===== src/sv/spi_register_access_sequencer_unit_macros.svh =====
// assertion macros for the spi register access sequencer
`ifndef SPI_REGISTER_ACCESS_SEQUENCER_UNIT_MACROS_SVH
`define SPI_REGISTER_ACCESS_SEQUENCER_UNIT_MACROS_SVH

`ifndef NO_ASSERTIONS
// same-cycle implication, sampled on clk, off while rst_n is low
`define SRAS_ASSERT_NOW(label, ante, cons, msg) \
    label: assert property (@(posedge clk) disable iff (!rst_n) (ante) |-> (cons)) \
        else $error(msg);
// next-cycle implication, sampled on clk, off while rst_n is low
`define SRAS_ASSERT_NEXT(label, ante, cons, msg) \
    label: assert property (@(posedge clk) disable iff (!rst_n) (ante) |=> (cons)) \
        else $error(msg);
`else
`define SRAS_ASSERT_NOW(label, ante, cons, msg)
`define SRAS_ASSERT_NEXT(label, ante, cons, msg)
`endif

`endif


===== src/sv/sras_pkg.sv =====
package sras_pkg;

    localparam int IDX_W = 5;

    localparam logic [1:0] MODE_LOAD     = 2'd0;
    localparam logic [1:0] MODE_START_RD = 2'd1;
    localparam logic [1:0] MODE_START_WR = 2'd2;
    localparam logic [1:0] MODE_BYTE_DONE = 2'd3;

    localparam logic [1:0] PH_IDLE = 2'd0;
    localparam logic [1:0] PH_ADDR = 2'd1;
    localparam logic [1:0] PH_TX   = 2'd2;
    localparam logic [1:0] PH_RX   = 2'd3;

    localparam logic [7:0] WRITE_FLAG = 8'h80;
    localparam logic [7:0] DUMMY_BYTE = 8'hFF;

    typedef struct packed {
        logic [1:0]       mode;
        logic [6:0]       slave_addr;
        logic [5:0]       count;
        logic [IDX_W-1:0] buf_index;
        logic [7:0]       write_byte;
        logic [7:0]       rx_byte;
    } item_t;

    typedef struct packed {
        logic             send_valid;
        logic [7:0]       send_byte;
        logic             select_active;
        logic             capture_valid;
        logic [IDX_W-1:0] capture_index;
        logic [7:0]       capture_byte;
        logic             done_res;
        logic [1:0]       phase;
    } res_t;

    typedef struct packed {
        logic [1:0] phase;
        logic       tx_pending;
        logic       rx_pending;
    } stat_t;

endpackage


===== src/sv/sras_store.sv =====
module sras_store import sras_pkg::*; #(
    parameter int BUFFER_DEPTH = 32,
    parameter int AW = 5
) (
    input  logic          clk,
    input  logic          wr_en,
    input  logic [AW-1:0] wr_addr,
    input  logic [7:0]    wr_data,
    input  logic [AW-1:0] rd_addr,
    output logic [7:0]    rd_data
);

    logic [7:0] mem [BUFFER_DEPTH];
    logic [7:0] rd_data_reg;

    always_ff @(posedge clk)
    begin
        if (wr_en)
        begin
            mem[wr_addr] <= wr_data;
        end
    end

    // write-first: a load landing on the slot being fetched wins
    always_ff @(posedge clk)
    begin
        if (wr_en && (wr_addr == rd_addr))
        begin
            rd_data_reg <= wr_data;
        end
        else
        begin
            rd_data_reg <= mem[rd_addr];
        end
    end

    assign rd_data = rd_data_reg;

endmodule


===== src/sv/sras_seq.sv =====
module sras_seq import sras_pkg::*; #(
    parameter int BUFFER_DEPTH = 32,
    parameter int AW = 5
) (
    input  logic          clk,
    input  logic          rst_n,
    input  logic          adv,
    input  item_t         item,
    input  logic [7:0]    rd_data,
    output res_t          res,
    output logic          wr_en,
    output logic [AW-1:0] wr_addr,
    output logic [AW-1:0] rd_addr,
    output stat_t         status
);

    localparam int CNT_W = $clog2(BUFFER_DEPTH + 1);
    localparam int CMP_W = (CNT_W > 6) ? CNT_W : 6;
    localparam int SLOTS = 2 ** IDX_W;

    logic [1:0]       phase_reg, phase_next;
    logic [CNT_W-1:0] tx_rem_reg, tx_rem_next;
    logic [CNT_W-1:0] rx_rem_reg, rx_rem_next;
    logic [AW-1:0]    txp_reg, txp_next;
    logic [IDX_W-1:0] rxp_reg, rxp_next;

    logic [AW-1:0]    slot_lut [SLOTS];
    logic [CMP_W-1:0] cnt_ext;
    logic [CMP_W-1:0] cnt_sat;
    logic [CNT_W-1:0] n_bytes;
    logic [AW-1:0]    txp_inc;
    logic [CNT_W-1:0] rx_rem_dec;

    // slot index folded onto the store depth
    for (genvar g = 0; g < SLOTS; g++)
    begin : g_slot
        assign slot_lut[g] = AW'(g % BUFFER_DEPTH);
    end

    assign cnt_ext = CMP_W'(item.count);
    assign cnt_sat = (cnt_ext > CMP_W'(BUFFER_DEPTH)) ? CMP_W'(BUFFER_DEPTH) : cnt_ext;
    assign n_bytes = CNT_W'(cnt_sat);
    assign txp_inc = (txp_reg == AW'(BUFFER_DEPTH - 1)) ? '0 : txp_reg + AW'(1);
    assign rx_rem_dec = rx_rem_reg - CNT_W'(1);

    always_comb
    begin
        phase_next  = phase_reg;
        tx_rem_next = tx_rem_reg;
        rx_rem_next = rx_rem_reg;
        txp_next    = txp_reg;
        rxp_next    = rxp_reg;
        res         = '0;
        case (item.mode)
            MODE_LOAD:
            begin
            end
            MODE_START_RD, MODE_START_WR:
            begin
                if (phase_reg == PH_IDLE)
                begin
                    phase_next     = PH_ADDR;
                    txp_next       = '0;
                    rxp_next       = '0;
                    res.send_valid = 1'b1;
                    if (item.mode == MODE_START_RD)
                    begin
                        rx_rem_next   = n_bytes;
                        tx_rem_next   = '0;
                        res.send_byte = {1'b0, item.slave_addr};
                    end
                    else
                    begin
                        tx_rem_next   = n_bytes;
                        rx_rem_next   = '0;
                        res.send_byte = {1'b0, item.slave_addr} | WRITE_FLAG;
                    end
                end
            end
            default:
            begin
                case (phase_reg)
                    PH_ADDR, PH_TX:
                    begin
                        if ((phase_reg == PH_ADDR) && (rx_rem_reg != '0))
                        begin
                            phase_next     = PH_RX;
                            res.send_valid = 1'b1;
                            res.send_byte  = DUMMY_BYTE;
                        end
                        else if (tx_rem_reg != '0)
                        begin
                            phase_next     = PH_TX;
                            res.send_valid = 1'b1;
                            res.send_byte  = rd_data;
                            txp_next       = txp_inc;
                            tx_rem_next    = tx_rem_reg - CNT_W'(1);
                        end
                        else
                        begin
                            phase_next   = PH_IDLE;
                            res.done_res = 1'b1;
                        end
                    end
                    PH_RX:
                    begin
                        if (rx_rem_reg != '0)
                        begin
                            res.capture_valid = 1'b1;
                            res.capture_index = rxp_reg;
                            res.capture_byte  = item.rx_byte;
                            rxp_next          = rxp_reg + IDX_W'(1);
                            rx_rem_next       = rx_rem_dec;
                        end
                        if ((rx_rem_reg == '0) || (rx_rem_dec == '0))
                        begin
                            phase_next   = PH_IDLE;
                            res.done_res = 1'b1;
                        end
                        else
                        begin
                            res.send_valid = 1'b1;
                            res.send_byte  = DUMMY_BYTE;
                        end
                    end
                    default:
                    begin
                    end
                endcase
            end
        endcase
        res.phase         = phase_next;
        res.select_active = (phase_next != PH_IDLE);
    end

    always_ff @(posedge clk or negedge rst_n)
    begin
        if (!rst_n)
        begin
            phase_reg  <= PH_IDLE;
            tx_rem_reg <= '0;
            rx_rem_reg <= '0;
            txp_reg    <= '0;
            rxp_reg    <= '0;
        end
        else if (adv)
        begin
            phase_reg  <= phase_next;
            tx_rem_reg <= tx_rem_next;
            rx_rem_reg <= rx_rem_next;
            txp_reg    <= txp_next;
            rxp_reg    <= rxp_next;
        end
    end

    // prefetch the slot the pointer will hold after this edge
    assign rd_addr = adv ? txp_next : txp_reg;
    assign wr_en   = adv && (item.mode == MODE_LOAD);
    assign wr_addr = slot_lut[item.buf_index];

    assign status.phase      = phase_reg;
    assign status.tx_pending = (tx_rem_reg != '0);
    assign status.rx_pending = (rx_rem_reg != '0);

endmodule


===== src/sv/spi_register_access_sequencer_unit.sv =====
// spi register access sequencer: master-side byte sequencer for register reads and writes.
// a load transaction (tuser 0) stores write_byte in transmit slot buf_index; a start
// transaction (tuser 1 read, 2 write) opens an access and returns the address byte to shift
// out (address or 0x80 for a write); each byte-done transaction (tuser 3) carries the byte
// shifted in and returns the next byte to send (stored data for a write, 0xff dummies for a
// read), any captured read byte with its index, and tlast on the transaction that closes the
// access. count is saturated to BUFFER_DEPTH, a zero count ends after the address byte,
// starts while busy and byte-done while idle are ignored. every input transaction gives
// exactly one result. throughput is one transaction per clock unless m_tready stalls the
// result stage; the path is an input register, one pass through the phase logic with a
// prefetched transmit store read, and a result register; no store clearing after reset.
`include "spi_register_access_sequencer_unit_macros.svh"

module spi_register_access_sequencer_unit import sras_pkg::*; #(
    parameter int BUFFER_DEPTH = 32
) (
    input  logic        clk,
    input  logic        rst_n,
    input  logic        s_tvalid,
    output logic        s_tready,
    // from bit 0: slave_addr[6:0], count[5:0], buf_index[4:0], write_byte[7:0],
    // rx_byte[7:0], zero pad
    input  logic [39:0] s_tdata,
    // mode[1:0]
    input  logic [1:0]  s_tuser,
    output logic        m_tvalid,
    input  logic        m_tready,
    // from bit 0: send_valid, send_byte[7:0], select_active, capture_valid,
    // capture_index[4:0], capture_byte[7:0], phase[1:0], zero pad
    output logic [31:0] m_tdata,
    // done_res
    output logic        m_tlast
);

    localparam int AW = $clog2(BUFFER_DEPTH);

    // input stage
    item_t in_reg;
    logic  in_v_reg;
    // result stage
    res_t  out_reg;
    logic  out_v_reg;

    logic          adv;
    res_t          res;
    logic          wr_en;
    logic [AW-1:0] wr_addr;
    logic [AW-1:0] rd_addr;
    logic [7:0]    rd_data;
    stat_t         status;

    // the input stage moves on whenever the result stage is empty or being drained
    assign adv      = in_v_reg && (!out_v_reg || m_tready);
    assign s_tready = !in_v_reg || adv;

    always_ff @(posedge clk or negedge rst_n)
    begin
        if (!rst_n)
        begin
            in_v_reg <= 1'b0;
        end
        else if (s_tready)
        begin
            in_v_reg <= s_tvalid;
        end
    end

    // payload capture, no reset needed
    always_ff @(posedge clk)
    begin
        if (s_tvalid && s_tready)
        begin
            in_reg.mode       <= s_tuser;
            in_reg.slave_addr <= s_tdata[6:0];
            in_reg.count      <= s_tdata[12:7];
            in_reg.buf_index  <= s_tdata[17:13];
            in_reg.write_byte <= s_tdata[25:18];
            in_reg.rx_byte    <= s_tdata[33:26];
        end
    end

    // transmit byte store
    sras_store #(
        .BUFFER_DEPTH (BUFFER_DEPTH),
        .AW           (AW)
    ) u_store (
        .clk     (clk),
        .wr_en   (wr_en),
        .wr_addr (wr_addr),
        .wr_data (in_reg.write_byte),
        .rd_addr (rd_addr),
        .rd_data (rd_data)
    );

    // phase logic and access state
    sras_seq #(
        .BUFFER_DEPTH (BUFFER_DEPTH),
        .AW           (AW)
    ) u_seq (
        .clk     (clk),
        .rst_n   (rst_n),
        .adv     (adv),
        .item    (in_reg),
        .rd_data (rd_data),
        .res     (res),
        .wr_en   (wr_en),
        .wr_addr (wr_addr),
        .rd_addr (rd_addr),
        .status  (status)
    );

    always_ff @(posedge clk or negedge rst_n)
    begin
        if (!rst_n)
        begin
            out_v_reg <= 1'b0;
        end
        else if (adv)
        begin
            out_v_reg <= 1'b1;
        end
        else if (m_tready)
        begin
            out_v_reg <= 1'b0;
        end
    end

    always_ff @(posedge clk)
    begin
        if (adv)
        begin
            out_reg <= res;
        end
    end

    assign m_tvalid = out_v_reg;
    assign m_tlast  = out_reg.done_res;
    assign m_tdata  = {6'b0, out_reg.phase, out_reg.capture_byte, out_reg.capture_index,
                       out_reg.capture_valid, out_reg.select_active, out_reg.send_byte,
                       out_reg.send_valid};

    // an idle sequencer has nothing left to send or receive
    `SRAS_ASSERT_NOW(a_idle_empty, status.phase == PH_IDLE,
        !status.tx_pending && !status.rx_pending, "idle with bytes pending")

    // the closing transaction always reports the idle phase with select released
    `SRAS_ASSERT_NOW(a_done_idle, out_v_reg && out_reg.done_res,
        (out_reg.phase == PH_IDLE) && !out_reg.select_active, "done while still active")

    // a captured read byte lands in the result stage on the next cycle
    `SRAS_ASSERT_NEXT(a_capture_flow, adv && res.capture_valid,
        out_v_reg && out_reg.capture_valid && (status.phase == PH_RX || status.phase == PH_IDLE),
        "capture lost or outside read phase")

endmodule


===== config.mk =====
export PLATFORM = sky130hd
export DESIGN_NAME = spi_register_access_sequencer_unit
export DESIGN_NICKNAME = d
export VERILOG_FILES = /design/src/sv/sras_pkg.sv /design/src/sv/sras_store.sv /design/src/sv/sras_seq.sv /design/src/sv/spi_register_access_sequencer_unit.sv
export VERILOG_INCLUDE_DIRS = /design/src /design/src/sv
export SDC_FILE = /design/constraint.sdc
export NUM_CORES = 1
export LEC_CHECK = 0
export ABC_AREA = 1
export BUFFER_PORTS_ARGS = -buffer_cell sky130_fd_sc_hd__buf_2
export CAP_MARGIN = 40
export CORE_MARGIN = 2
export CORE_UTILIZATION = 26
export DETAILED_ROUTE_END_ITERATION = 10
export GPL_ROUTABILITY_DRIVEN = 0
export HOLD_SLACK_MARGIN = 0.06
export PLACE_DENSITY = 0.4
export SYNTH_ARGS = -nofsm -noshare
export SYNTH_HDL_FRONTEND = slang
export SYNTH_HIERARCHICAL = 1
export SYNTH_SLANG_ARGS = --single-unit

===== constraint.sdc =====
create_clock -name clk -period 3.7 [get_ports clk]
set_clock_uncertainty 0.1 [all_clocks]
set_input_delay 0.185 -clock clk [delete_from_list [all_inputs] [get_ports clk]]
set_output_delay 0.185 -clock clk [all_outputs]
set_load 0.02 [all_outputs]

==> flow_summary_export.csv, run 1 <==
group,metric,value,unit
route,routed_wl,38000,microns
outcome,status,"finished clean",
clocking,clock_sinks,350,
cells_and_area,antenna_cells,0,
cells_and_area,drive_gt1_share,13.5,%
die,ios,81,
clocking,cts-root-buf,"clkbuf_16",
die,core-area,56500,sq um
sta,finalHoldViolCount,0,
clocking,cts_tree,"yes",
sta,fmax,389,MHz
synthesis,ys_warn_count,6,
clocking,cts_buffer_depth,3,
placement,io_buffers,68,
synthesis,synth_cells,1322,
route,ant_nets,0,
setup_path,reg2reg_depth,6,
min_path,hp-class,"primary input to async pin",
setup_path,end_kind,"flop",
cells_and_area,largest_reg_flops,256,
placement,dpl.hpwl,23000,microns
cells_and_area,final_cell_area,17800,sq um
synthesis,syn_area_per_cell,11.3,sq um
global_routing,grt_max_degree,129,
die,rows,87,
power,vdd_drop_max,0.341,mV
power,clock_power_share,34.8,%
sta,fin_crit_sh,69.5,%
setup_path,cp_common_cell,"inv_1",
global_routing,grt_pass1_vias,9644,
synthesis,yosysUniqueCellTypes,43,
sta,tightest_slew,0.889,ns
sta,rsz0062_at_grt,"no",
power,power.switching,3.46,mW
route,drt_iter0_drc,665,
sta,hold_slack,0.110,ns
synthesis,synth.ff_latch_count,350,
sta,fin_tns_setup,0,ns
placement,dpl.cell_count,2131,
global_routing,overflow,0,
cells_and_area,area_delta_synth_final,19.5,%
route,wl_per_cell,17.0,microns
clocking,cts_made_buffers,39,
clocking,clk_latency,0.54,ns
placement,placed_cell_area,16200,sq um
setup_path,cp_slowest_cell,"nor2_1",
die,initial_core_util,26.4,%
setup_path,worstPathMaxFanout,8,
cells_and_area,instances_no_fill,2241,
power,intPower,7.56,mW
sta,setup_viol,0,
clocking,htree_levels,2,
setup_path,worstSetupPathType,"flop to flop",
flow_run,cap_violations,0,
synthesis,netlist_area,14900,sq um
setup_path,reg2reg_from,"in_reg[34]$_DFFE_PP_",
global_routing,antenna_found_initial,0,
power,leakagePower,6.84,nW
setup_path,r2r_end,"u_store/mem[27][7]$_DFFE_PP_",
setup_path,path_cells,"inv_1, ha_1, nand2_1, inv_1, nand3_1, nor2_1",
global_routing,grt_usage,12.9,%
power,seqPwrFrac,42.2,%
setup_path,crit_arrival,2.65,ns
power,p_comb_share,23.0,%
route,route.detailed.drc,0,
clocking,clk_pin_slew,0.06,ns
sta,maxSlewHeadroom,40.8,%
global_routing,grt_pass1_wl,58700,microns
setup_path,r2r_slack,1.13,ns
sta,slew_violations,0,
synthesis,ys_seq_area_share,69.3,%
die,die_x,243,microns
power,powerDensity,619,nW/um^2
route,dr.pass1.iters,5,
sta,finalCriticalPeriod,2.57,ns
route,vias,9688,
die,fp.dieArea,59200,sq um
setup_path,crit_path_max_incr_delay,0.72,ns
setup_path,cp.required,3.77,ns
clocking,post_cts_buffers,0,
cells_and_area,final_nets,1516,
setup_path,start_kind,"flop",
die,die_height,243,microns
route,routed_via_density,4.32,
power,swShare,31.4,%
Yosys cell counts, drive strengths merged:
library cell | n | area (sq um)
nand2 | 438 | 1650
edfxtp | 319 | 9580
nand3 | 223 | 1150
nor2 | 76 | 298
inv | 70 | 263
buf | 62 | 498
o21ai | 38 | 205
dfrtp | 26 | 651
ha | 14 | 175
a21oi | 10 | 65.1
clkbuf | 7 | 26.3
o22ai | 7 | 43.8
a31oi | 5 | 31.3
dfxtp | 5 | 100
nor3 | 5 | 36.3
nand4 | 4 | 40.0
clkinv | 2 | 7.51
o21bai | 2 | 15.0
or2 | 2 | 12.5
a22oi | 1 | 7.51
a32oi | 1 | 8.76
and3 | 1 | 6.26
conb | 1 | 3.75
nand3b | 1 | 7.51
o31ai | 1 | 7.51
xor2 | 1 | 8.76
per-stage QoR:
step | util [%] | worst slack, ns | total power [mW]
3_3_place_gp | 28.5 | 1.04 | 7.26
3_5_place_dp | 28.6 | 1.04 | 7.28
2_1_floorplan | - | 0.127 | 6.58
5_1_grt | 31.5 | 0.929 | 11.7
4_1_cts | 31.5 | 1.05 | 11.2
6_report | 31.5 | 1.13 | 11.0
power by group through the flow:
| stage | clock network [mW] | registers [mW] | logic, mW |
|---|---|---|---|
| 5_1_grt | 4.12 | 4.67 | 2.88 |
| 6_report | 3.83 | 4.65 | 2.54 |
| 2_1_floorplan | 0 | 4.74 | 1.84 |
| 3_3_place_gp | 0 | 4.74 | 2.52 |
| 3_5_place_dp | 0 | 4.73 | 2.55 |
| 4_1_cts | 3.97 | 4.65 | 2.59 |
routing by layer:
layer / track usage [%] / wire, microns / vias to the layer above / part of all wire, %
li1: - / - / 4797 / -
met1: 17.7 / 18100 / 4728 / 48
met5: 0 / 0 / - / 0
met3: 1.60 / 946 / 46 / 2.5
met2: 21.5 / 18400 / 117 / 48
met4: 3.37 / 639 / 0 / 1.7
cells by family (layout without fill, tap and decap cells):
family                   after synthesis  in the layout  share of synthesized area, %
AO/OA/AOI/OAI                         65             65                          2.58
XOR/XNOR                               1              1                        0.0588
adder cells (fa/ha/maj)               14             14                          1.18
buffers and inverters                141            299                          5.33
flip-flops                           350            350                          69.3
other                                  1              6                        0.0252
AND/OR/NAND/NOR                      750            750                          21.5
worst max-delay path by stage:
stage	startpoint	end	slack [ns]	depth (start not counted)
floorplan	m_tvalid$_DFFE_PN0P_	u_store/mem[11][0]$_DFFE_PP_	0.13	6
global placement	in_reg[34]$_DFFE_PP_	u_store/mem[23][0]$_DFFE_PP_	1.04	6
global route	in_reg[34]$_DFFE_PP_	m_tdata[8]$_DFFE_PP_	0.93	7
CTS	in_reg[34]$_DFFE_PP_	u_store/mem[22][3]$_DFFE_PP_	1.05	6
detailed placement	in_reg[34]$_DFFE_PP_	u_store/mem[22][7]$_DFFE_PP_	1.04	6
finish	in_reg[34]$_DFFE_PP_	u_store/mem[27][7]$_DFFE_PP_	1.13	6
what timing repair did:
action,in CTS,in global routing
endpoints found under the hold margin,64,0
endpoints found under the setup margin,0,0
hold buffers,40,0
gates resized for setup,0,0
cell type report:
class	instances	area, sq um
multi-input combinational	836	3800
sequential	350	10300
tap	756	946
fill	5790	38700
clock inverter	23	223
clock buffer	47	1040
inverter	72	272
timing repair buffer	157	1190
critical path: cells and delay by family, from the launching register on:
kind,cells,cell delay [ns]
simple gates,3,1.19
fa+ha+maj,1,0.24
flops,1,0.42
buf+inv,2,0.27
placed cells by master, fill, tap and decap left out, drive strengths merged:
master         n
edfxtp       319
inv           70
nand4          4
ha            14
nand2        438
o31ai          1
a22oi          1
and3           1
o21bai         2
a21oi         10
clkinv        21
o22ai          7
a31oi          5
nor3           5
o21ai         38
clkbuf        47
dfrtp         26
buf          117
or2            2
conb           6
nand3        223
nor2          76
nand3b         1
xor2           1
a32oi          1
dfxtp          5
dlygate4sd3   40
bufinv         4
No activity file was read; power rests on OpenSTA's default activity.
==> run 2: changes to the inputs <==
clock period = 2.36 ns   (was 3.7 ns; I/O delays follow)
==> flow_summary_export.csv, run 2 (same netlist as run 1, synthesis figures left out) <==
group,metric,value,unit
outcome,status,"finished clean",
die,die_height,243,microns
die,initial_core_util,26.4,%
sta,setup_viol,0,
global_routing,grt_max_degree,65,
sta,finalCriticalPeriod,2.15,ns
die,ios,81,
sta,fin_crit_sh,91.2,%
global_routing,met1_usage,17.4,%
die,fp.dieArea,59200,sq um
cells_and_area,final_cell_area,18000,sq um
power,intPower,12.1,mW
setup_path,reg2reg_from,"u_seq/rx_rem_reg[0]$_DFFE_PN0P_",
route,ant_nets,0,
cells_and_area,final_nets,1535,
placement,dpl.hpwl,23100,microns
clocking,clock_sinks,350,
sta,maxSlewHeadroom,60.9,%
placement,dpl.cell_count,2146,
setup_path,cp.required,2.65,ns
global_routing,overflow,0,
route,wl_per_cell,17.0,microns
sta,slew_violations,0,
global_routing,grt_use_met2,21.2,%
clocking,post_cts_buffers,0,
cells_and_area,mostFrequentLayoutCells,"nand2_1, edfxtp_1, nand3_1",
route,drt_iter0_drc,577,
cells_and_area,mostFrequentLayoutCell,"nand2_1",
sta,tightest_slew,0.586,ns
clocking,cts_made_buffers,41,
route,vias,9680,
die,rows,87,
clocking,clk_latency,0.56,ns
global_routing,met3_usage,2.15,%
setup_path,end_kind,"flop",
clocking,cts_buffer_depth,3,
power,clock_power_share,35.3,%
min_path,hp-class,"primary input to flop",
power,swShare,31.5,%
global_routing,antenna_found_initial,1,
cells_and_area,drive_gt1_share,14.8,%
setup_path,start_kind,"flop",
setup_path,worstSetupPathType,"flop to flop",
clocking,cts-root-buf,"clkbuf_16",
clocking,clk_pin_slew,0.06,ns
route,dr.pass1.iters,5,
global_routing,grt_pass1_wl,58700,microns
power,seqPwrFrac,41.5,%
cells_and_area,largest_reg_flops,256,
cells_and_area,area_delta_synth_final,21.1,%
sta,fin_tns_setup,0,ns
flow_run,cap_violations,0,
placement,placed_cell_area,16300,sq um
global_routing,grt_usage,12.9,%
sta,rsz0062_at_grt,"no",
clocking,cts_tree,"yes",
setup_path,r2r_slack,0.21,ns
setup_path,worstPathMaxFanout,9,
route,routed_wl,38300,microns
global_routing,grt_pass1_vias,9629,
route,routed_via_density,4.28,
power,power.switching,5.55,mW
power,leakagePower,6.95,nW
cells_and_area,antenna_cells,0,
power,vdd_drop_max,0.582,mV
cells_and_area,instances_no_fill,2262,
setup_path,startpoint,"u_seq/rx_rem_reg[0]$_DFFE_PN0P_",
clocking,htree_levels,2,
sta,finalHoldViolCount,0,
sta,fmax,465,MHz
setup_path,crit_arrival,2.44,ns
setup_path,reg2reg_depth,11,
setup_path,endpoint,"m_tdata[3]$_DFFE_PP_",
setup_path,r2r_end,"m_tdata[3]$_DFFE_PP_",
power,powerDensity,978,nW/um^2
die,core-area,56500,sq um
global_routing,grt-busiest-layer,"met2",
placement,io_buffers,68,
route,route.detailed.drc,0,
die,die_x,243,microns
power,p_comb_share,23.2,%
==> run 2: cell count changes in the layout (fill, tap and decap cells not counted), sizes merged <==
cell         delta
clkinv          -1
bufinv          -1
clkinvlp        +1
clkbuf          +5
buf            +16
dlygate4sd3     +1
==> run 2: layout make-up <==
type	count	area, sq um
multi-input combinational	836	3830
clock inverter	22	185
clock buffer	52	1130
timing repair buffer	174	1350
sequential	350	10300
fill	5720	38400
inverter	72	272
tap	756	946
==> run 2: metal layers <==
layer	vias to the layer above	share of wire (%)	wire [microns]
met3	55	3.8	1460
met4	0	2.6	1010
met5	-	0	0
met1	4629	46	17700
met2	156	47	18100
li1	4840	-	-
==> run 2: worst min path at each step <==
stage          cells past startpoint   startpoint  slack, ns                    to
6_report                           2  s_tdata[15]       0.17  in_reg[18]$_DFFE_PP_
5_1_grt                            2  s_tdata[13]       0.14  in_reg[16]$_DFFE_PP_
4_1_cts                            2  s_tdata[15]       0.13  in_reg[18]$_DFFE_PP_
3_5_place_dp                       1        rst_n       0.11  m_tvalid$_DFFE_PN0P_
3_3_place_gp                       1        rst_n        0.1  m_tvalid$_DFFE_PN0P_
2_1_floorplan                      0        rst_n      -0.28  in_v_reg$_DFFE_PN0P_
==> run 2: stage by stage <==
stage | hold WS (ns) | setup WS (ns) | power [mW] | utilization, %
floorplan | -0.278 | -0.200 | 10.3 | -
global placement | 0.0965 | 0.140 | 11.5 | 28.8
detailed placement | 0.105 | 0.115 | 11.5 | 28.8
CTS | 0.125 | 0.104 | 17.9 | 31.9
global route | 0.143 | 0.00597 | 18.7 | 31.9
finish | 0.166 | 0.208 | 17.6 | 31.9
==> run 2: critical path: stages (launching register included) <==
cell,delay [ns]
dfrtp_1,0.39
inv_1,0.17
ha_1,0.25
buf_4,0.15
nand3_1,0.07
nand2_1,0.09
nor2_1,0.04
nand3_1,0.13
nand2_1,0.13
nand2_1,0.09
nand3_2,0.16
o21ai_0,0.21
==> run 2: what timing repair did <==
action                                  4_1_cts  5_1_grt
endpoints found under the setup margin        0       14
gates resized for setup                       0        2
hold buffers                                 42        0
hold endpoints to repair                     64        0
==> run 2: power groups by stage <==
stage	combinational (mW)	sequential, mW	clock, mW
after global placement	4.09	7.44	0
after global routing	4.66	7.36	6.66
final	4.10	7.32	6.23
after detailed placement	4.10	7.45	0
after floorplan	2.89	7.44	0
after CTS	4.18	7.32	6.45
==> run 3: changes to the inputs <==
CTS_BUF_LIST = sky130_fd_sc_hd__clkbuf_8   (was default)
==> flow_summary_export.csv, run 3 (same netlist as run 1, synthesis figures left out) <==
group,metric,value,unit
sta,finalCriticalPeriod,2.16,ns
global_routing,grt_usage,13.1,%
sta,setup_ws,0.204,ns
min_path,hp-class,"primary input to flop",
setup_path,crit_arrival,2.53,ns
setup_path,reg2reg_from,"u_seq/rx_rem_reg[0]$_DFFE_PN0P_",
min_path,min_path_cells,2,
global_routing,grt_pass1_vias,9986,
power,vdd_drop_max,0.536,mV
setup_path,endpoint,"m_tdata[7]$_DFFE_PP_",
setup_path,reg2reg_depth,11,
clocking,clk_pin_slew,0.06,ns
global_routing,met3_usage,2.03,%
sta,finalHoldViolCount,0,
sta,maxSlewHeadroom,61.9,%
route,route.detailed.drc,0,
sta,tightest_slew,0.571,ns
die,fp.dieArea,59200,sq um
power,leakagePower,7.12,nW
setup_path,r2r_end,"m_tdata[7]$_DFFE_PP_",
setup_path,worstSetupPathType,"flop to flop",
route,routed_via_density,4.25,
clocking,cts_tree,"yes",
die,ios,81,
clocking,clock_sinks,350,
setup_path,startpoint,"u_seq/rx_rem_reg[0]$_DFFE_PN0P_",
cells_and_area,final_nets,1587,
global_routing,overflow,0,
placement,post-place-ws,0.115,ns
placement,dpl.cell_count,2146,
global_routing,grt_use_met2,21.7,%
clocking,cts_buffer_depth,3,
outcome,status,"finished clean",
sta,fmax,464,MHz
route,ant_nets,0,
placement,io_buffers,68,
setup_path,end_kind,"flop",
cells_and_area,mostFrequentLayoutCells,"nand2_1, edfxtp_1, nand3_1",
sta,fin_tns_setup,0,ns
placement,dpl.hpwl,23100,microns
global_routing,grt_max_degree,65,
setup_path,cp.required,2.74,ns
route,dr.pass1.iters,5,
cells_and_area,largest_reg_flops,256,
cells_and_area,area_delta_synth_final,21.9,%
cells_and_area,fillerInstances,5760,
die,core-area,56500,sq um
global_routing,grt_pass1_wl,59700,microns
sta,fin_crit_sh,91.3,%
die,initial_core_util,26.4,%
cells_and_area,instances_no_fill,2337,
clocking,cts_made_buffers,61,
die,die_x,243,microns
global_routing,grt-busiest-layer,"met2",
cells_and_area,final_cell_area,18200,sq um
setup_path,worstPathMaxFanout,9,
cells_and_area,mostFrequentLayoutCell,"nand2_1",
die,die_height,243,microns
sta,rsz0062_at_grt,"no",
route,vias,9937,
power,powerDensity,911,nW/um^2
setup_path,r2r_slack,0.20,ns
cells_and_area,drive_gt1_share,14.9,%
flow_run,cap_violations,0,
clocking,cts-root-buf,"clkbuf_8",
global_routing,antenna_found_initial,2,
sta,setup_viol,0,
global_routing,met1_usage,17.3,%
setup_path,start_kind,"flop",
placement,placed_cell_area,16300,sq um
clocking,clk_latency,0.66,ns
route,routed_wl,39000,microns
route,wl_per_cell,16.7,microns
route,drt_iter0_drc,535,
clocking,htree_levels,2,
die,rows,87,
sta,slew_violations,0,
==> run 3: worst min path at each step <==
stage	from	to
6_report	s_tdata[2]	in_reg[29]$_DFFE_PP_
2_1_floorplan	rst_n	in_v_reg$_DFFE_PN0P_
5_1_grt	s_tdata[30]	in_reg[4]$_DFFE_PP_
3_5_place_dp	rst_n	m_tvalid$_DFFE_PN0P_
4_1_cts	s_tdata[30]	in_reg[4]$_DFFE_PP_
3_3_place_gp	rst_n	m_tvalid$_DFFE_PN0P_
==> run 3: layer usage <==
metal | part of all wire (%) | vias up
met5 | 0 | -
met4 | 2.8 | 0
met3 | 3.9 | 64
met2 | 47 | 188
met1 | 46 | 4732
li1 | - | 4953
==> run 3: repair_timing <==
item / 4_1_cts / 5_1_grt
endpoints found under the setup margin: 0 / 14
hold buffers: 74 / 0
resized for setup: 0 / 2
buffers inserted: 0 / 0
endpoints found under the hold margin: 96 / 0
==> run 3: report_power, final <==
part	switching (mW)	total, mW	internal, mW
registers	0.239	7.32	7.08
clock network	2.49	5.09	2.60
logic	2.81	4.15	1.34
==> run 3: metrics by stage <==
| stage | utilization, % | total power, mW | hold slack [ns] |
|---|---|---|---|
| finish | 32.2 | 16.6 | 0.119 |
| global route | 32.2 | 17.6 | 0.0786 |
| floorplan | - | 10.3 | -0.278 |
| CTS | 32.1 | 16.8 | 0.0616 |
| global placement | 28.8 | 11.5 | 0.0965 |
| detailed placement | 28.8 | 11.5 | 0.105 |
==> run 3: critical path, stage by stage (launching register included) <==
cell and delay (ns):
dfrtp_1 0.39, inv_1 0.17, ha_1 0.25, buf_4 0.15, nand3_1 0.07, nand2_1 0.09, nor2_1 0.05, nand3_1 0.13
nand2_1 0.13, nand2_1 0.09, nand3_2 0.16, o21ai_0 0.21
==> run 3: final cells by class <==
type / instances / area, sq um / share of cell area (%)
clock inverters: 52 / 231 / 1.27
flip-flops and latches: 350 / 10300 / 56.9
clock buffers: 64 / 881 / 4.85
inverters: 72 / 272 / 1.49
multi-input cells: 836 / 3830 / 21.1
repair buffers: 206 / 1670 / 9.20
well taps: 756 / 946 / 5.21
diodes: 1 / 2.50 / 0.0138
